==> src/rtl/spq_pkg.sv <==
// Package: shared constants, codes and controller/datapath types for the priority queue.
package spq_pkg;

  localparam int unsigned CAPACITY_DEF = 8;
  localparam int unsigned DATA_W       = 16;
  localparam int unsigned PRIO_W       = 8;
  localparam int unsigned ENTRY_W      = DATA_W + PRIO_W;
  localparam int unsigned OCC_W        = 4;

  typedef logic [DATA_W-1:0] data_t;
  typedef logic [PRIO_W-1:0] prio_t;
  typedef logic [OCC_W-1:0]  occ_t;

  typedef enum logic {
    REQ_INSERT = 1'b0,
    REQ_REMOVE = 1'b1
  } req_type_e;

  typedef enum logic [1:0] {
    STATUS_OK    = 2'd0,
    STATUS_FULL  = 2'd1,
    STATUS_EMPTY = 2'd2
  } status_e;

  typedef enum logic [2:0] {
    ST_IDLE,
    ST_INS_CMP,
    ST_REM_HEAD,
    ST_REM_SHIFT,
    ST_RESULT
  } state_e;

  typedef struct packed {
    logic    load;
    logic    ins_shift;
    logic    ins_place;
    logic    rem_head;
    logic    rem_shift;
    logic    rem_done;
    logic    out_load;
    status_e status;
  } cmd_t;

  typedef struct packed {
    logic full;
    logic empty;
    logic ins_lower;
    logic rem_more;
  } stat_t;

endpackage

==> src/rtl/spq_if.sv <==
// Interfaces: request and result channels of the priority queue.
interface spq_in_if;
  logic              valid;
  logic              ready;
  logic              req_type;
  spq_pkg::data_t    item_data;
  spq_pkg::prio_t    item_priority;

  modport source (output valid, output req_type, output item_data, output item_priority,
                  input ready);
  modport sink   (input valid, input req_type, input item_data, input item_priority,
                  output ready);
endinterface

interface spq_out_if;
  logic              valid;
  logic              ready;
  logic [1:0]        status;
  spq_pkg::data_t    out_data;
  spq_pkg::prio_t    out_priority;
  spq_pkg::occ_t     occupancy;

  modport source (output valid, output status, output out_data, output out_priority,
                  output occupancy, input ready);
  modport sink   (input valid, input status, input out_data, input out_priority,
                  input occupancy, output ready);
endinterface

==> src/rtl/sorted_priority_queue_core.sv <==
// Top level: sorted priority queue, one result per request.
// Insert: each stored entry of lower priority than the new item is moved one slot a cycle
// through the single-port-read, single-port-write memory, then the new item is placed.
// Remove: head read, the rest shifted up one slot; full insert or empty remove: no walk.
// One request at a time; a new request is taken once the previous result is registered.
// Reset clears the entry count and control; entry memory contents are not reset.
module sorted_priority_queue_core #(
  parameter int unsigned CAPACITY = spq_pkg::CAPACITY_DEF
) (
  input logic        clk_i,
  input logic        rst_ni,
  spq_in_if.sink     in_i,
  spq_out_if.source  out_o
);
  import spq_pkg::*;

  cmd_t  cmd;
  stat_t stat;

  spq_ctrl u_ctrl (
    .clk_i       (clk_i),
    .rst_ni      (rst_ni),
    .in_valid_i  (in_i.valid),
    .req_type_i  (in_i.req_type),
    .in_ready_o  (in_i.ready),
    .out_valid_o (out_o.valid),
    .out_ready_i (out_o.ready),
    .stat_i      (stat),
    .cmd_o       (cmd)
  );

  spq_datapath #(
    .CAPACITY (CAPACITY)
  ) u_datapath (
    .clk_i           (clk_i),
    .rst_ni          (rst_ni),
    .req_type_i      (in_i.req_type),
    .item_data_i     (in_i.item_data),
    .item_priority_i (in_i.item_priority),
    .cmd_i           (cmd),
    .stat_o          (stat),
    .status_o        (out_o.status),
    .out_data_o      (out_o.out_data),
    .out_priority_o  (out_o.out_priority),
    .occupancy_o     (out_o.occupancy)
  );

endmodule

==> src/rtl/spq_datapath.sv <==
// Datapath: entry memory, count, walk pointer, request and result registers.
module spq_datapath #(
  parameter int unsigned CAPACITY = spq_pkg::CAPACITY_DEF
) (
  input  logic            clk_i,
  input  logic            rst_ni,
  input  logic            req_type_i,
  input  spq_pkg::data_t  item_data_i,
  input  spq_pkg::prio_t  item_priority_i,
  input  spq_pkg::cmd_t   cmd_i,
  output spq_pkg::stat_t  stat_o,
  output logic [1:0]      status_o,
  output spq_pkg::data_t  out_data_o,
  output spq_pkg::prio_t  out_priority_o,
  output spq_pkg::occ_t   occupancy_o
);
  import spq_pkg::*;

  localparam int unsigned CntW = $clog2(CAPACITY + 1);
  localparam int unsigned IdxW = $clog2(CAPACITY);

  logic [ENTRY_W-1:0] mem [CAPACITY];
  logic [ENTRY_W-1:0] rdata_q;
  logic [IdxW-1:0]    rd_addr;
  logic               mem_we;
  logic [ENTRY_W-1:0] wr_data;

  logic [CntW-1:0] count_q, count_d;
  logic [IdxW-1:0] ptr_q, ptr_d;
  data_t           data_q, head_data_q;
  prio_t           prio_q, head_prio_q;
  logic [1:0]      status_q;
  data_t           odata_q;
  prio_t           oprio_q;
  occ_t            occ_q;

  always_comb begin
    rd_addr = ptr_q;
    if (cmd_i.load) begin
      rd_addr = (req_type_i == REQ_REMOVE) ? '0 : IdxW'(count_q - CntW'(1));
    end else if (cmd_i.ins_shift) begin
      rd_addr = ptr_q - IdxW'(2);
    end else if (cmd_i.rem_head) begin
      rd_addr = IdxW'(1);
    end else if (cmd_i.rem_shift) begin
      rd_addr = ptr_q + IdxW'(2);
    end
  end

  assign mem_we  = cmd_i.ins_shift | cmd_i.ins_place | cmd_i.rem_shift;
  assign wr_data = cmd_i.ins_place ? {prio_q, data_q} : rdata_q;

  always_ff @(posedge clk_i) begin
    if (mem_we) begin
      mem[ptr_q] <= wr_data;
    end
    rdata_q <= mem[rd_addr];
  end

  always_comb begin
    count_d = count_q;
    ptr_d   = ptr_q;
    if (cmd_i.load) begin
      ptr_d = (req_type_i == REQ_REMOVE) ? '0 : IdxW'(count_q);
    end else if (cmd_i.ins_shift) begin
      ptr_d = ptr_q - IdxW'(1);
    end else if (cmd_i.rem_shift) begin
      ptr_d = ptr_q + IdxW'(1);
    end
    if (cmd_i.ins_place) begin
      count_d = count_q + CntW'(1);
    end else if (cmd_i.rem_done) begin
      count_d = count_q - CntW'(1);
    end
  end

  always_ff @(posedge clk_i or negedge rst_ni) begin
    if (!rst_ni) begin
      count_q <= '0;
      ptr_q   <= '0;
    end else begin
      count_q <= count_d;
      ptr_q   <= ptr_d;
    end
  end

  always_ff @(posedge clk_i) begin
    if (cmd_i.load) begin
      data_q      <= item_data_i;
      prio_q      <= item_priority_i;
      head_data_q <= '0;
      head_prio_q <= '0;
    end else if (cmd_i.rem_head) begin
      head_data_q <= rdata_q[DATA_W-1:0];
      head_prio_q <= rdata_q[ENTRY_W-1:DATA_W];
    end
    if (cmd_i.out_load) begin
      status_q <= cmd_i.status;
      odata_q  <= head_data_q;
      oprio_q  <= head_prio_q;
      occ_q    <= OCC_W'(count_q);
    end
  end

  assign stat_o.full      = (count_q == CntW'(CAPACITY));
  assign stat_o.empty     = (count_q == '0);
  assign stat_o.ins_lower = (ptr_q != '0) && (rdata_q[ENTRY_W-1:DATA_W] < prio_q);
  assign stat_o.rem_more  = ((CntW'(ptr_q) + CntW'(1)) < count_q);

  assign status_o       = status_q;
  assign out_data_o     = odata_q;
  assign out_priority_o = oprio_q;
  assign occupancy_o    = occ_q;

endmodule

==> src/rtl/spq_ctrl.sv <==
// Controller: sequences insert walks, remove shifts and result handoff.
module spq_ctrl (
  input  logic           clk_i,
  input  logic           rst_ni,
  input  logic           in_valid_i,
  input  logic           req_type_i,
  output logic           in_ready_o,
  output logic           out_valid_o,
  input  logic           out_ready_i,
  input  spq_pkg::stat_t stat_i,
  output spq_pkg::cmd_t  cmd_o
);
  import spq_pkg::*;

  state_e  state_q, state_d;
  status_e status_q, status_d;
  logic    out_valid_q, out_valid_d;
  logic    out_free;
  logic    accept;

  assign out_free   = !out_valid_q || out_ready_i;
  assign in_ready_o = (state_q == ST_IDLE);
  assign accept     = in_valid_i && in_ready_o;

  always_comb begin
    state_d  = state_q;
    status_d = status_q;
    unique case (state_q)
      ST_IDLE: begin
        if (accept) begin
          status_d = STATUS_OK;
          if (req_type_i == REQ_INSERT) begin
            if (stat_i.full) begin
              status_d = STATUS_FULL;
              state_d  = ST_RESULT;
            end else begin
              state_d = ST_INS_CMP;
            end
          end else if (stat_i.empty) begin
            status_d = STATUS_EMPTY;
            state_d  = ST_RESULT;
          end else begin
            state_d = ST_REM_HEAD;
          end
        end
      end
      ST_INS_CMP: begin
        if (!stat_i.ins_lower) state_d = ST_RESULT;
      end
      ST_REM_HEAD:  state_d = ST_REM_SHIFT;
      ST_REM_SHIFT: begin
        if (!stat_i.rem_more) state_d = ST_RESULT;
      end
      ST_RESULT: begin
        if (out_free) state_d = ST_IDLE;
      end
      default: state_d = ST_IDLE;
    endcase
  end

  always_comb begin
    cmd_o        = '0;
    cmd_o.status = status_q;
    unique case (state_q)
      ST_IDLE:      cmd_o.load = accept;
      ST_INS_CMP: begin
        cmd_o.ins_shift = stat_i.ins_lower;
        cmd_o.ins_place = !stat_i.ins_lower;
      end
      ST_REM_HEAD:  cmd_o.rem_head = 1'b1;
      ST_REM_SHIFT: begin
        cmd_o.rem_shift = stat_i.rem_more;
        cmd_o.rem_done  = !stat_i.rem_more;
      end
      ST_RESULT:    cmd_o.out_load = out_free;
      default:      cmd_o = '0;
    endcase
  end

  always_comb begin
    out_valid_d = out_valid_q;
    if (out_ready_i) out_valid_d = 1'b0;
    if (cmd_o.out_load) out_valid_d = 1'b1;
  end

  always_ff @(posedge clk_i or negedge rst_ni) begin
    if (!rst_ni) begin
      state_q     <= ST_IDLE;
      status_q    <= STATUS_OK;
      out_valid_q <= 1'b0;
    end else begin
      state_q     <= state_d;
      status_q    <= status_d;
      out_valid_q <= out_valid_d;
    end
  end

  assign out_valid_o = out_valid_q;

endmodule

==> src/flat_wrapper.sv <==
// flat-port wrapper written by rule: the top's interface ports become plain ports
module sorted_priority_queue_core_flat import spq_pkg::*;
#(
  parameter int unsigned CAPACITY = spq_pkg::CAPACITY_DEF
)
  (clk_i, rst_ni, in_i_valid, in_i_req_type, in_i_item_data, in_i_item_priority, in_i_ready, out_o_valid, out_o_status, out_o_out_data, out_o_out_priority, out_o_occupancy, out_o_ready);
  spq_in_if in_i_i ();
  spq_out_if out_o_i ();
  input logic clk_i;
  input logic rst_ni;
  input wire logic [$bits(in_i_i.valid)-1:0] in_i_valid;
  input wire logic [$bits(in_i_i.req_type)-1:0] in_i_req_type;
  input wire logic [$bits(in_i_i.item_data)-1:0] in_i_item_data;
  input wire logic [$bits(in_i_i.item_priority)-1:0] in_i_item_priority;
  output wire logic [$bits(in_i_i.ready)-1:0] in_i_ready;
  output wire logic [$bits(out_o_i.valid)-1:0] out_o_valid;
  output wire logic [$bits(out_o_i.status)-1:0] out_o_status;
  output wire logic [$bits(out_o_i.out_data)-1:0] out_o_out_data;
  output wire logic [$bits(out_o_i.out_priority)-1:0] out_o_out_priority;
  output wire logic [$bits(out_o_i.occupancy)-1:0] out_o_occupancy;
  input wire logic [$bits(out_o_i.ready)-1:0] out_o_ready;
  assign in_i_i.valid = in_i_valid;
  assign in_i_i.req_type = in_i_req_type;
  assign in_i_i.item_data = in_i_item_data;
  assign in_i_i.item_priority = in_i_item_priority;
  assign in_i_ready = in_i_i.ready;
  assign out_o_valid = out_o_i.valid;
  assign out_o_status = out_o_i.status;
  assign out_o_out_data = out_o_i.out_data;
  assign out_o_out_priority = out_o_i.out_priority;
  assign out_o_occupancy = out_o_i.occupancy;
  assign out_o_i.ready = out_o_ready;
  sorted_priority_queue_core #(.CAPACITY(CAPACITY)) u_core (.clk_i(clk_i), .rst_ni(rst_ni), .in_i(in_i_i), .out_o(out_o_i));
endmodule
==> config.mk <==
export PLATFORM = sky130hd
export DESIGN_NAME = sorted_priority_queue_core_flat
export DESIGN_NICKNAME = d
export VERILOG_FILES = /design/src/rtl/spq_pkg.sv /design/src/rtl/spq_if.sv /design/src/rtl/sorted_priority_queue_core.sv /design/src/rtl/spq_datapath.sv /design/src/rtl/spq_ctrl.sv /design/src/flat_wrapper.sv
export SDC_FILE = /design/constraint.sdc
export NUM_CORES = 1
export LEC_CHECK = 0
export BUFFER_PORTS_ARGS = -buffer_cell sky130_fd_sc_hd__buf_2
export CORE_AREA = 3 3 153 155
export DETAILED_ROUTE_END_ITERATION = 8
export DIE_AREA = 0 0 156 158
export HOLD_SLACK_MARGIN = 0.12
export PLACE_DENSITY_LB_ADDON = 0.05
export SLEW_MARGIN = 20
export SYNTH_ARGS = -nofsm -noshare
export SYNTH_HDL_FRONTEND = slang
export SYNTH_SLANG_ARGS = --single-unit
==> constraint.sdc <==
create_clock -name clk_i -period 4.5 [get_ports clk_i]
set_input_delay 0.9 -clock clk_i [delete_from_list [all_inputs] [get_ports clk_i]]
set_output_delay 0.9 -clock clk_i [all_outputs]
set_load 0.02 [all_outputs]
* Yosys cells after proc, flatten, opt, wreduce, memory -nomap -nowiden
Memory sizes are Yosys's and may differ from the RTL's. A register that Yosys moved wholly into a read port is not among the register bits.
Index checks and enable logic that the tools add are counted.
** Operators by class
- $add $sub $neg :: 7
- Bitwise gates (word level) :: 2
- Reductions and logical operators :: 15
- Order comparisons :: 2
- Mux-type cells :: 32
- Equal/unequal tests :: 9
** Operators with widths (number)
- 2-to-1 mux 3 bit :: 16
- 2-to-1 mux 24 bit :: 1
- one-hot mux 3 bit (5 select lines) :: 1
- less-than comparator 8 bit :: 1
- 2-to-1 mux 1 bit :: 8
- 2-to-1 mux 2 bit :: 4
- 2-to-1 mux 4 bit :: 2
- == test 3 x 2 -> 1 bit (second input constant) :: 2
- inequality test 2 bit (second input constant) :: 3
- nonzero test 3 bit :: 2
- OR reduction 5 bit :: 1
- adder 3 x 1 -> 4 bit (second input constant) :: 1
- adder 4 x 1 -> 4 bit (second input constant) :: 1
- == test 4 bit (second input constant) :: 1
- zero test 4 bit :: 1
- less-than comparator 4 bit :: 1
- AND reduction 4 bit :: 1
- nonzero test 2 bit :: 2
- subtractor 4 x 1 -> 4 bit (second input constant) :: 1
- adder 3 x 1 -> 3 bit (second input constant) :: 1
- adder 3 x 2 -> 3 bit (second input constant) :: 1
- == test 3 x 1 -> 1 bit (second input constant) :: 1
- == test 3 bit (second input constant) :: 1
- zero test 1 bit :: 3
- 8 further kinds :: 10
** Word-level totals
- Input port bits :: 29
- RAM bits :: 192
- Logic and storage cells :: 81
- Output and inout port bits :: 32
- Memories :: 1
- Register bits :: 91
** Memory list
- u_core.u_datapath.mem :: words 8, bits a word 24, read ports 1, clocked after memory_dff 1, write ports 1, RTL line spq_datapath.sv:22 : logic [ENTRY_W-1:0] mem [CAPACITY];

* Depth between registers and ports, before layout
Gate-level depths: netlist of the first run.
- Depth in word-level cells :: 8
- Depth in mapped cells :: 12

* Hierarchy
A second synthesis of the first run with hierarchy kept.
** Second synthesis, totals
- Cells, all modules :: 613
- Area total of the unflattened synthesis :: 11905.2 um^2
** By module, submodules not included
- spq_datapath :: instances 1, cells each 570, area an instance 11524.8 um^2
- spq_ctrl :: instances 1, cells each 43, area an instance 380.4 um^2

* Worst setup path before layout of the first run
OpenSTA, ideal clock, no wires.
- Kind :: register to register
- Start point :: register u_core.u_datapath.ptr_q[1]
- End point :: memory u_core.u_datapath.mem[0][0] (netlist bit), enable pin
- Slack :: 1.480 ns
- Stages on the path, launching flop included :: 10
- Data arrival time :: 2.637 ns
- Clock period less this slack :: 3.020 ns
- Cells stage by stage :: dfrtp_1 ha_1 and2_1 ha_1 or3_1 o22ai_2 and3_1 nor2_1 nor2_1 and2_1
** On the way
- Cells in the longest elaborated chain, start to end :: 8
- Elaborated cells between the ends (all ways) :: 11
- Those cells by class :: 1 x add/sub; 1 x order compare; 4 x mux; 2 x bitwise; 3 x reduce/logical
** Ends and longest elaborated chain
- start, declared :: RTL line spq_datapath.sv:29 : logic [IdxW-1:0] ptr_q, ptr_d;
- start signal, assigned :: RTL line spq_datapath.sv:83 : ptr_q <= ptr_d;
- parallel branches: the longest is 8 deep, another holds adder 3 x 1 -> 4 bit
- end, declared :: RTL line spq_datapath.sv:22
Several ways; the timed one is not identified.

* Worst setup path after layout of the first run
- Start point :: register u_core.u_datapath.ptr_q[1]
- End point :: register u_core.u_datapath.rdata_q[1] (read register of u_core.u_datapath.mem)
** On the way
- Cells in the longest elaborated chain, start to end :: 7
- Elaborated cells between the ends (all ways) :: 12
- Those cells by class :: 3 x add/sub; 1 x order compare; 6 x mux; 2 x reduce/logical
** Ends and longest elaborated chain
- adder 3 x 1 -> 4 bit :: RTL line spq_datapath.sv:108 : assign stat_o.rem_more = ((CntW'(ptr_q) + CntW'(1)) < count_q);
- less-than comparator 4 bit :: RTL line spq_datapath.sv:108
- 2-to-1 mux 2 bit :: RTL line spq_ctrl.sv:64 : unique case (state_q)
- 2-to-1 mux 3 bit :: RTL line spq_datapath.sv:45 : end else if (cmd_i.rem_shift) begin
- 2-to-1 mux 3 bit :: RTL line spq_datapath.sv:43 : end else if (cmd_i.rem_head) begin
- 2-to-1 mux 3 bit (*) :: RTL line spq_datapath.sv:41 : end else if (cmd_i.ins_shift) begin
- 2-to-1 mux 3 bit (*) :: RTL line spq_datapath.sv:39 : if (cmd_i.load) begin
- end, declared :: RTL line spq_datapath.sv:23 : logic [ENTRY_W-1:0] rdata_q;
Every way passes the cells marked *; elsewhere a longest branch is shown, timed or not.
A chain may end at the register's enable or synchronous reset.

==> impl_results.md, run 1 <==
- Die Y: 158 microns
- Synth unique cells: 49
- Reg2reg start: u_core.u_datapath.ptr_q[1]
- Status: finished, final reports clean
- Drt drc: 0
- Post-DRT Antenna Nets: 0
- CTS tree: done
- PwrDens: 788 mW/mm^2
- Synthesis Warnings: 0
- Ports: 61
- Worst-skew pair later-pin latency: 0.55 ns
- Post-synthesis sequential area ratio: 0.706
- Ant. Diodes: 0
- DP HPWL: 13000 microns
- Simple logic cell fraction of the synthesized area: 0.0427
- Vias in the first global route: 6263
- Share of layout cells above drive strength 1: 0.207
- Overflow after GRT: 0
- XOR/XNOR Fraction of Synth Area: 0.00570
- Die area: 0.0246 sq mm
- Post-synth EDFFs: 246
- Max_cap viols: 0
- Largest net degree at the start of global routing: 97
- Slew Viols, Final: 0
- Clk sinks: 307
- Synthesized Nets: 804
- Number of DRC markers in iteration 0: 323
- Drt first pass iters: 4
- Tmin final: 3.39 ns
- Total global-route track usage: 0.190
- Post-Synthesis Cells: 755
- Post-synth top flop: edfxtp_1
- Total wire length: 23100 microns
- Achievable frequency: 295 MHz
- Max Clock Skew: 0.0155 ns
- FF+latch count, synth: 307
- Crit. Startpoint: u_core.u_datapath.ptr_q[1]
- Clk root buf: clkbuf_16
- Reg clk slew, reported paths: 0.06 ns
- Dpl cells: 1078
- CP Launch Type: register
- H-tree levels: 1
- Final #Nets: 880
- CP Capture Type: register
- Wirelength per Cell: 20.3 microns
- Resize count post-CTS: 0
- Synth Area in Compound Gates: 0.0304
- CP max FO: 18
- Hold buffers post-CTS: 0
- Main combinational cell family by area after synthesis: multiplexers
- Synth Area in Adders: 0.0210
- Tot Pwr: 0.0109 W
- WP data arrival: 3.83 ns
- Leak pwr: 5.27 nW
- Num rows: 54
- Synth-to-layout area growth: 12.8%
- Multi-input gate area: 0.00335 sq mm
- WP data required: 4.94 ns
- Die width: 156 microns
- Setup Viol. Count Final: 0
- Slew margin rel.: 0.427
- Core area: 0.0220 sq mm
- Syn Area/Cell: 16.3 sq um
- Via count: 6320
- Max IR drop VDD: 0.643 mV
- Fin. Hold Viols: 0
- Class of the worst hold path: in2async
- Initial antenna violation count: 0
- Final cell count without fillers: 1135
- Critical path class: reg2reg
- Fin crit share: 0.753
- Final setup TNS: 0 ns
- Worst slew pin tran: 0.860 ns
- Post-CTS setup repair buffer count: 0
- Post-synthesis mux area share: 0.172
- Clock Path Buffers: 3
- RSZ-0062 raised after global routing: no
- Fill cells: 1619
- Starting Density: 0.559
- Hold_ws: 0.234 ns
- Gpl congestion: 0.772
- Num CTS Buffers: 31
- IO buf count: 60
- Drt via density: 5.57
- Ys async rst share: 0.0423
- First-pass GRT wire length: 35700 microns
- Sequential cell area: 0.00867 sq mm
- Mapped Area: 0.0123 sq mm
==> stage by stage <==
| step | setup slack, ns | utilization | cell area, sq um |
|---|---|---|---|
| after floorplan | 1.48 | - | 12300 |
| after global placement | 1.17 | 0.588 | 12900 |
| after detailed placement | 1.08 | 0.588 | 12900 |
| after CTS | 1.08 | 0.631 | 13900 |
| after global routing | 0.877 | 0.631 | 13900 |
| final | 1.11 | 0.631 | 13900 |
==> synth_stat cells (3+ instances only) <==
library cell,number,area share
dfrtp_1,13,0.026
a21oi_1,29,0.012
mux2i_1,145,0.12
ha_1,19,0.019
nand3_1,5,0.0020
inv_1,17,0.0052
buf_2,10,0.0041
nor2_1,11,0.0034
edfxtp_1,246,0.60
clkbuf_1,11,0.0034
buf_6,4,0.0037
nand2_1,65,0.020
and2_1,12,0.0061
and3_1,3,0.0015
mux2_4,21,0.026
mux2_2,28,0.026
o21ai_0,9,0.0037
o31ai_1,4,0.0024
o21ai_1,4,0.0016
xnor2_1,7,0.0050
buf_4,5,0.0031
nor2b_1,4,0.0020
dfxtp_1,48,0.078
nor3_1,5,0.0020
==> cell families (layout without fill, tap and decap cells) <==
family	count (synthesis)	count (layout)
multiplexers	196	196
AO/OA/AOI/OAI	59	59
buffers and inverters	51	151
XOR/XNOR	8	8
AND/OR/NAND/NOR	114	114
adder cells (fa/ha/maj)	20	20
flip-flops	307	307
==> cell usage in the layout, fill, tap and decap left out, drive strengths merged, types with 2 or more instances in the layout <==
cell type  synthesis  layout
dfrtp             13      13
nor2b              5       5
ha                19      19
clkbuf            12      48
nor2              11      11
xnor2              7       7
edfxtp           246     246
nand3              5       5
a21oi             31      31
and3               3       3
a211oi             2       2
o21ai             13      13
mux2              50      50
nor3               7       7
nand2             65      65
o21a               2       2
o31ai              4       4
and2              12      12
dfxtp             48      48
clkinv             0       6
inv               18      19
nand2b             2       2
buf               21      76
mux2i            146     146
==> registers in the layout, summed over array words and instances (netlist names), 8 cells and up <==
register	flops
u_core.u_datapath.head_prio_q	8
u_core.u_datapath.out_data_o	16
u_core.u_datapath.data_q	16
u_core.u_datapath.out_priority_o	8
u_core.u_datapath.rdata_q	24
u_core.u_datapath.head_data_q	16
u_core.u_datapath.prio_q	8
u_core.u_datapath.mem	192
==> metal layers <==
metal | global-route usage | up-vias | share of wire
li1 | - | 2974 | -
met1 | 0.261 | 3149 | 0.45
met2 | 0.317 | 158 | 0.48
met3 | 0.0334 | 39 | 0.048
met4 | 0.0471 | 0 | 0.019
met5 | 0 | - | 0
==> worst max-delay path: stages (launching register included) <==
cell and delay (ns):
dfrtp_1 0.52, inv_1 0.20, ha_1 0.33, ha_1 0.18, or3_1 0.31, o22ai_2 0.26, o21ai_1 0.09, a22oi_1 0.20
mux2i_2 0.12, a21oi_4 0.43, buf_12 0.28, mux2_2 0.36
==> power by group <==
part / internal [W] / total, W / switching [W]
Clock: 0.00139 / 0.00238 / 0.000990
Sequential: 0.00415 / 0.00448 / 0.000337
Combinational: 0.00183 / 0.00405 / 0.00222
Total: 0.00737 / 0.0109 / 0.00355
==> cell type report <==
| type | instances | share of cell area |
|---|---|---|
| Clock buffer | 48 | 0.0635 |
| Inverter | 18 | 0.00488 |
| Sequential cell | 307 | 0.626 |
| Clock inverter | 9 | 0.00524 |
| Timing Repair Buffer | 76 | 0.0331 |
| Tap cell | 280 | 0.0253 |
| Multi-Input combinational cell | 397 | 0.242 |
==> worst paths after layout <==
| kind | to | slack (ns) | cells past startpoint |
|---|---|---|---|
| worst max-delay path | u_core.u_datapath.rdata_q[1] | 1.11 | 11 |
| worst min-delay path | u_core.u_datapath.ptr_q[1] | 0.23 | 1 |
| worst max register to register | u_core.u_datapath.rdata_q[1] | 1.11 | 11 |
| worst min register to register | u_core.u_datapath.out_data_o[14] | 0.43 | 0 |
| max in group asynchronous | u_core.u_datapath.count_q[3] | 4.03 | 1 |
| min in group clk_i | u_core.u_datapath.out_data_o[14] | 0.43 | 0 |
No activity file was read; power rests on OpenSTA's default activity.
==> run 2: changes to the inputs <==
clock period = 3.5 ns   (was 4.5 ns; I/O delays follow)
==> impl_results.md, run 2 (synthesis gave the netlist of run 1 again) <==
- Status: finished, final reports clean
- Drt via density: 5.50
- Fin crit share: 0.911
- Leak pwr: 5.35 nW
- Fin area: 0.0140 sq mm
- CP max FO: 24
- CTS tree: done
- Final setup TNS: 0 ns
- Hold_sp: in_i_item_data[6]
- Num CTS Buffers: 31
- Post-DRT Antenna Nets: 0
- WP data required: 3.94 ns
- Share of layout cells above drive strength 1: 0.213
- Overflow after GRT: 0
- DP HPWL: 13100 microns
- Final cell count without fillers: 1139
- Reg clk slew, reported paths: 0.06 ns
- Resize count post-CTS: 0
- Most common cell after layout, fill and taps aside: edfxtp_1
- Die area: 0.0246 sq mm
- Tot Pwr: 0.0142 W
- IO buf count: 60
- WHS Path Cells: 1
- Achievable frequency: 314 MHz
- CP Capture Type: register
- Slew Viols, Final: 0
- Drt drc: 0
- First-pass GRT wire length: 36500 microns
- Clock Path Buffers: 3
- Dpl cells: 1080
- Worst-skew pair later-pin latency: 0.56 ns
- Ports: 61
- Die width: 156 microns
- Clk sinks: 307
- Wirelength per Cell: 20.2 microns
- Total wire length: 23000 microns
- Vias in the first global route: 6479
- Commonest non-fill, non-tap cells in the layout: edfxtp_1 (246), mux2i_1 (145), nand2_1 (65)
- Reg-to-reg slack, setup: 0.31 ns
- Initial antenna violation count: 0
- CP Launch Type: register
- Setup Viol. Count Final: 0
- WHS Endpoint: u_core.u_datapath.data_q[6]
- Crit Reg-Reg Endpoint: u_core.u_datapath.rdata_q[0]
- Slew margin rel.: 0.333
- Critical path class: reg2reg
- Largest net degree at the start of global routing: 54
- Ant. Diodes: 0
- Gpl congestion: 0.798
- H-tree levels: 1
- PwrDens: 1010 mW/mm^2
- WP data arrival: 3.63 ns
- Fin util: 0.640
- Area post-placement: 0.0130 sq mm
- Largest register FFs: 192
- Core area: 0.0220 sq mm
- Number of DRC markers in iteration 0: 385
- Total global-route track usage: 0.191
- Worst slew pin tran: 0.998 ns
- Num rows: 54
- Max IR drop VDD: 0.554 mV
- Max Clock Skew: 0.0200 ns
- RSZ-0062 raised after global routing: no
- Fin. Hold Viols: 0
- Worst reg-to-reg path cell count: 11
- Fill cells: 1576
- Starting Density: 0.559
- Clk root buf: clkbuf_16
- Class of the worst hold path: in2reg
- Synth-to-layout area growth: 14.4%
- Drt first pass iters: 4
- Reg2reg start: u_core.u_datapath.ptr_q[1]
- Max_cap viols: 0
- Via count: 6259
- Most flops, register: u_core.u_datapath.mem
- Die Y: 158 microns
- Final #Nets: 883
- Tmin final: 3.19 ns
- Regs by FF count: u_core.u_datapath.mem (192), u_core.u_datapath.rdata_q (24)
-- run 2: where the power goes --
| part | total [W] | leakage [nW] | internal, W | switching [W] |
|---|---|---|---|---|
| registers | 0.00573 | 2.80 | 0.00533 | 0.000402 |
| clock network | 0.00316 | 0.492 | 0.00186 | 0.00130 |
| logic | 0.00533 | 2.06 | 0.00243 | 0.00291 |
| total | 0.0142 | 5.35 | 0.00962 | 0.00461 |
-- run 2: worst max path at each step --
stage                                from  slack, ns  depth (start not counted)                           end
2_1_floorplan  u_core.u_datapath.ptr_q[1]       0.48                          9   u_core.u_datapath.mem[0][0]
3_3_place_gp   u_core.u_datapath.ptr_q[1]       0.43                         11  u_core.u_datapath.rdata_q[1]
3_5_place_dp   u_core.u_datapath.ptr_q[1]       0.35                         11  u_core.u_datapath.rdata_q[1]
4_1_cts        u_core.u_datapath.ptr_q[1]       0.34                         11  u_core.u_datapath.rdata_q[0]
5_1_grt        u_core.u_datapath.ptr_q[1]       0.17                         11  u_core.u_datapath.rdata_q[2]
6_report       u_core.u_datapath.ptr_q[1]       0.31                         11  u_core.u_datapath.rdata_q[0]
-- run 2: metrics by stage --
step                      hold slack [ns]  setup WS (ns)
after floorplan                     0.404          0.480
after global placement              0.414          0.425
after detailed placement            0.416          0.352
after CTS                           0.288          0.340
after global routing                0.295          0.172
final                               0.311          0.310
-- run 2: metal layers --
metal  GRT usage  vias up  routed length, microns
met1       0.274     3125                   10700
met5           0        -                       0
li1            -     2984                       -
met2       0.312      118                   10800
met4      0.0450        0                     364
met3      0.0298       32                    1140
-- run 2: worst max-delay path: stages, from the launching register on --
cell and delay, ns:
dfrtp_1 0.51, inv_1 0.19, ha_1 0.36, ha_1 0.19
or3_1 0.32, o22ai_2 0.26, o21ai_1 0.10, a22oi_1 0.22
mux2i_2 0.12, a21oi_4 0.18, buf_12 0.26, mux2_2 0.36
-- run 2: final cells by class --
class | count | area (sq um) | area share
sequential | 307 | 8670 | 0.617
multi-input combinational | 397 | 3350 | 0.239
clock buffer | 43 | 861 | 0.0613
timing repair buffer | 79 | 608 | 0.0433
tap | 280 | 350 | 0.0249
clock inverter | 15 | 138 | 0.00980
inverter | 18 | 67.6 | 0.00481
-- run 2: what timing repair did --
| action | CTS | global route |
|---|---|---|
| endpoints found under the hold margin | 13 | 0 |
| hold buffers | 1 | 0 |
| endpoints found under the setup margin | 0 | 0 |
| buffers inserted | 0 | 0 |
==> run 3: changes to the inputs <==
PLACE_DENSITY = 0.79   (was default)
PLACE_DENSITY_LB_ADDON = default   (was 0.05)
==> impl_results.md, run 3 (synthesis gave the netlist of run 1 again) <==
- Resize count post-CTS: 0
- WP data arrival: 3.57 ns
- Clk root buf: clkbuf_16
- Ant. Diodes: 0
- Hold_ws: 0.334 ns
- PwrDens: 1010 mW/mm^2
- Max Clock Skew: 0.0210 ns
- CP Capture Type: register
- Status: finished, final reports clean
- Achievable frequency: 317 MHz
- WP data required: 3.91 ns
- Core area: 0.0220 sq mm
- Worst-skew pair later-pin latency: 0.54 ns
- CP max FO: 13
- Num CTS Buffers: 29
- H-tree levels: 1
- Clk sinks: 307
- Post-DRT Antenna Nets: 0
- Final #Nets: 889
- Post-CTS setup repair buffer count: 0
- Fill cells: 1520
- Drt via density: 5.57
- GRT Max-Usage Layer: met2
- Max IR drop VDD: 0.763 mV
- Die width: 156 microns
- Slew Viols, Final: 0
- Drt first pass iters: 5
- Ports: 61
- Initial antenna violation count: 0
- Worst path cell trace: inv_1 > ha_1 > ha_1 > or3_1 > o22ai_2 > o21ai_1 > a22oi_1 > mux2i_2 > a21oi_4 > buf_4 > mux2_4
- Die area: 0.0246 sq mm
- Final cell count without fillers: 1142
- Max_cap viols: 0
- Synth-to-layout area growth: 13.9%
- Regs by FF count: u_core.u_datapath.mem (192), u_core.u_datapath.rdata_q (24)
- IO buf count: 60
- Die Y: 158 microns
- RSZ-0062 raised after global routing: no
- Total wire length: 22800 microns
- Overflow after GRT: 0
- Slew margin rel.: 0.268
- M1 GR Usage: 0.254
- Vias in the first global route: 6453
- Hold buffers post-CTS: 1
- Clock Path Buffers: 3
- DP HPWL: 13700 microns
- CP Launch Type: register
- CP max stage delay: 0.50 ns
- Class of the worst hold path: in2reg
- Leak pwr: 5.36 nW
- Tmin final: 3.15 ns
- Largest net degree at the start of global routing: 54
- Largest register FFs: 192
- Fin crit share: 0.901
- Gpl congestion: 0.848
- Reg clk slew, reported paths: 0.06 ns
- Wirelength per Cell: 20.0 microns
- Critical path class: reg2reg
- Most common cell after layout, fill and taps aside: edfxtp_1
- Met2 usage in global routing: 0.311
- Worst slew pin tran: 1.10 ns
- CTS tree: done
- Commonest non-fill, non-tap cells in the layout: edfxtp_1 (246), mux2i_1 (145), nand2_1 (65)
- Share of layout cells above drive strength 1: 0.220
- Number of DRC markers in iteration 0: 457
- Via count: 6362
- Max stage delay cell, worst path: dfrtp_1
- Starting Density: 0.559
- Most frequent CP cell: ha_1
- Fin. Hold Viols: 0
- Num rows: 54
- Most flops, register: u_core.u_datapath.mem
- First-pass GRT wire length: 35400 microns
- Dpl cells: 1088
- Drt drc: 0
- Met3 Use GR: 0.0347
- Total global-route track usage: 0.186
- Setup Viol. Count Final: 0
- Reg-to-reg slack, setup: 0.35 ns
- Final setup TNS: 0 ns
-- run 3: changes by cell type in the layout (fill, tap and decap cells not counted) --
cell	delta
inv_16	-1
clkinvlp_4	-1
clkbuf_1	-1
clkbuf_8	+1
bufinv_16	-1
clkinv_1	-3
buf_4	+13
inv_6	+1
buf_12	-5
-- run 3: where the power goes --
part           total, W  switching [W]  internal [W]
Clock           0.00304        0.00125       0.00179
Sequential      0.00575       0.000419       0.00533
Combinational   0.00532        0.00291       0.00241
Total            0.0141        0.00458       0.00954
-- run 3: layout make-up --
class | count | area, sq um | share of cell area
clock buffers | 43 | 871 | 0.0622
multi-input cells | 397 | 3350 | 0.239
clock inverters | 10 | 77.6 | 0.00554
flip-flops and latches | 307 | 8670 | 0.620
well taps | 280 | 350 | 0.0250
repair buffers | 87 | 606 | 0.0433
inverters | 18 | 67.6 | 0.00483
-- run 3: worst max-delay path: cells and delay by family, from the launching register on --
family	cells	cell delay, ns
flip-flops	1	0.50
adder cells (fa/ha/maj)	2	0.51
AND/OR/NAND/NOR	1	0.32
multiplexers	2	0.45
buffers and inverters	2	0.51
AO/OA/AOI/OAI	4	0.74
-- run 3: worst paths after layout --
kind / from / depth (start not counted) / to
worst max-delay path: u_core.u_datapath.ptr_q[1] / 11 / u_core.u_datapath.rdata_q[7]
worst min-delay path: in_i_item_priority[3] / 1 / u_core.u_datapath.prio_q[3]
worst max register to register: u_core.u_datapath.ptr_q[1] / 11 / u_core.u_datapath.rdata_q[7]
worst min register to register: u_core.u_datapath.head_prio_q[1] / 0 / u_core.u_datapath.out_priority_o[1]
max in group asynchronous: rst_ni / 2 / u_core.u_datapath.count_q[3]
min in group asynchronous: rst_ni / 2 / u_core.u_datapath.ptr_q[0]
-- run 3: per-layer routing --
metal	wire [microns]	vias to the layer above
li1	-	2980
met1	9960	3155
met2	11000	195
met3	1410	32
met4	410	0
met5	0	-
-- run 3: stage by stage --
step / cell area, sq um / total power [W] / utilization / setup WS [ns]
3_5_place_dp: 13000 / 0.0111 / 0.594 / 0.371
4_1_cts: 14000 / 0.0142 / 0.637 / 0.345
6_report: 14000 / 0.0141 / 0.637 / 0.346
5_1_grt: 14000 / 0.0148 / 0.637 / 0.145
2_1_floorplan: 12300 / 0.00989 / - / 0.480
3_3_place_gp: 13000 / 0.0110 / 0.594 / 0.442
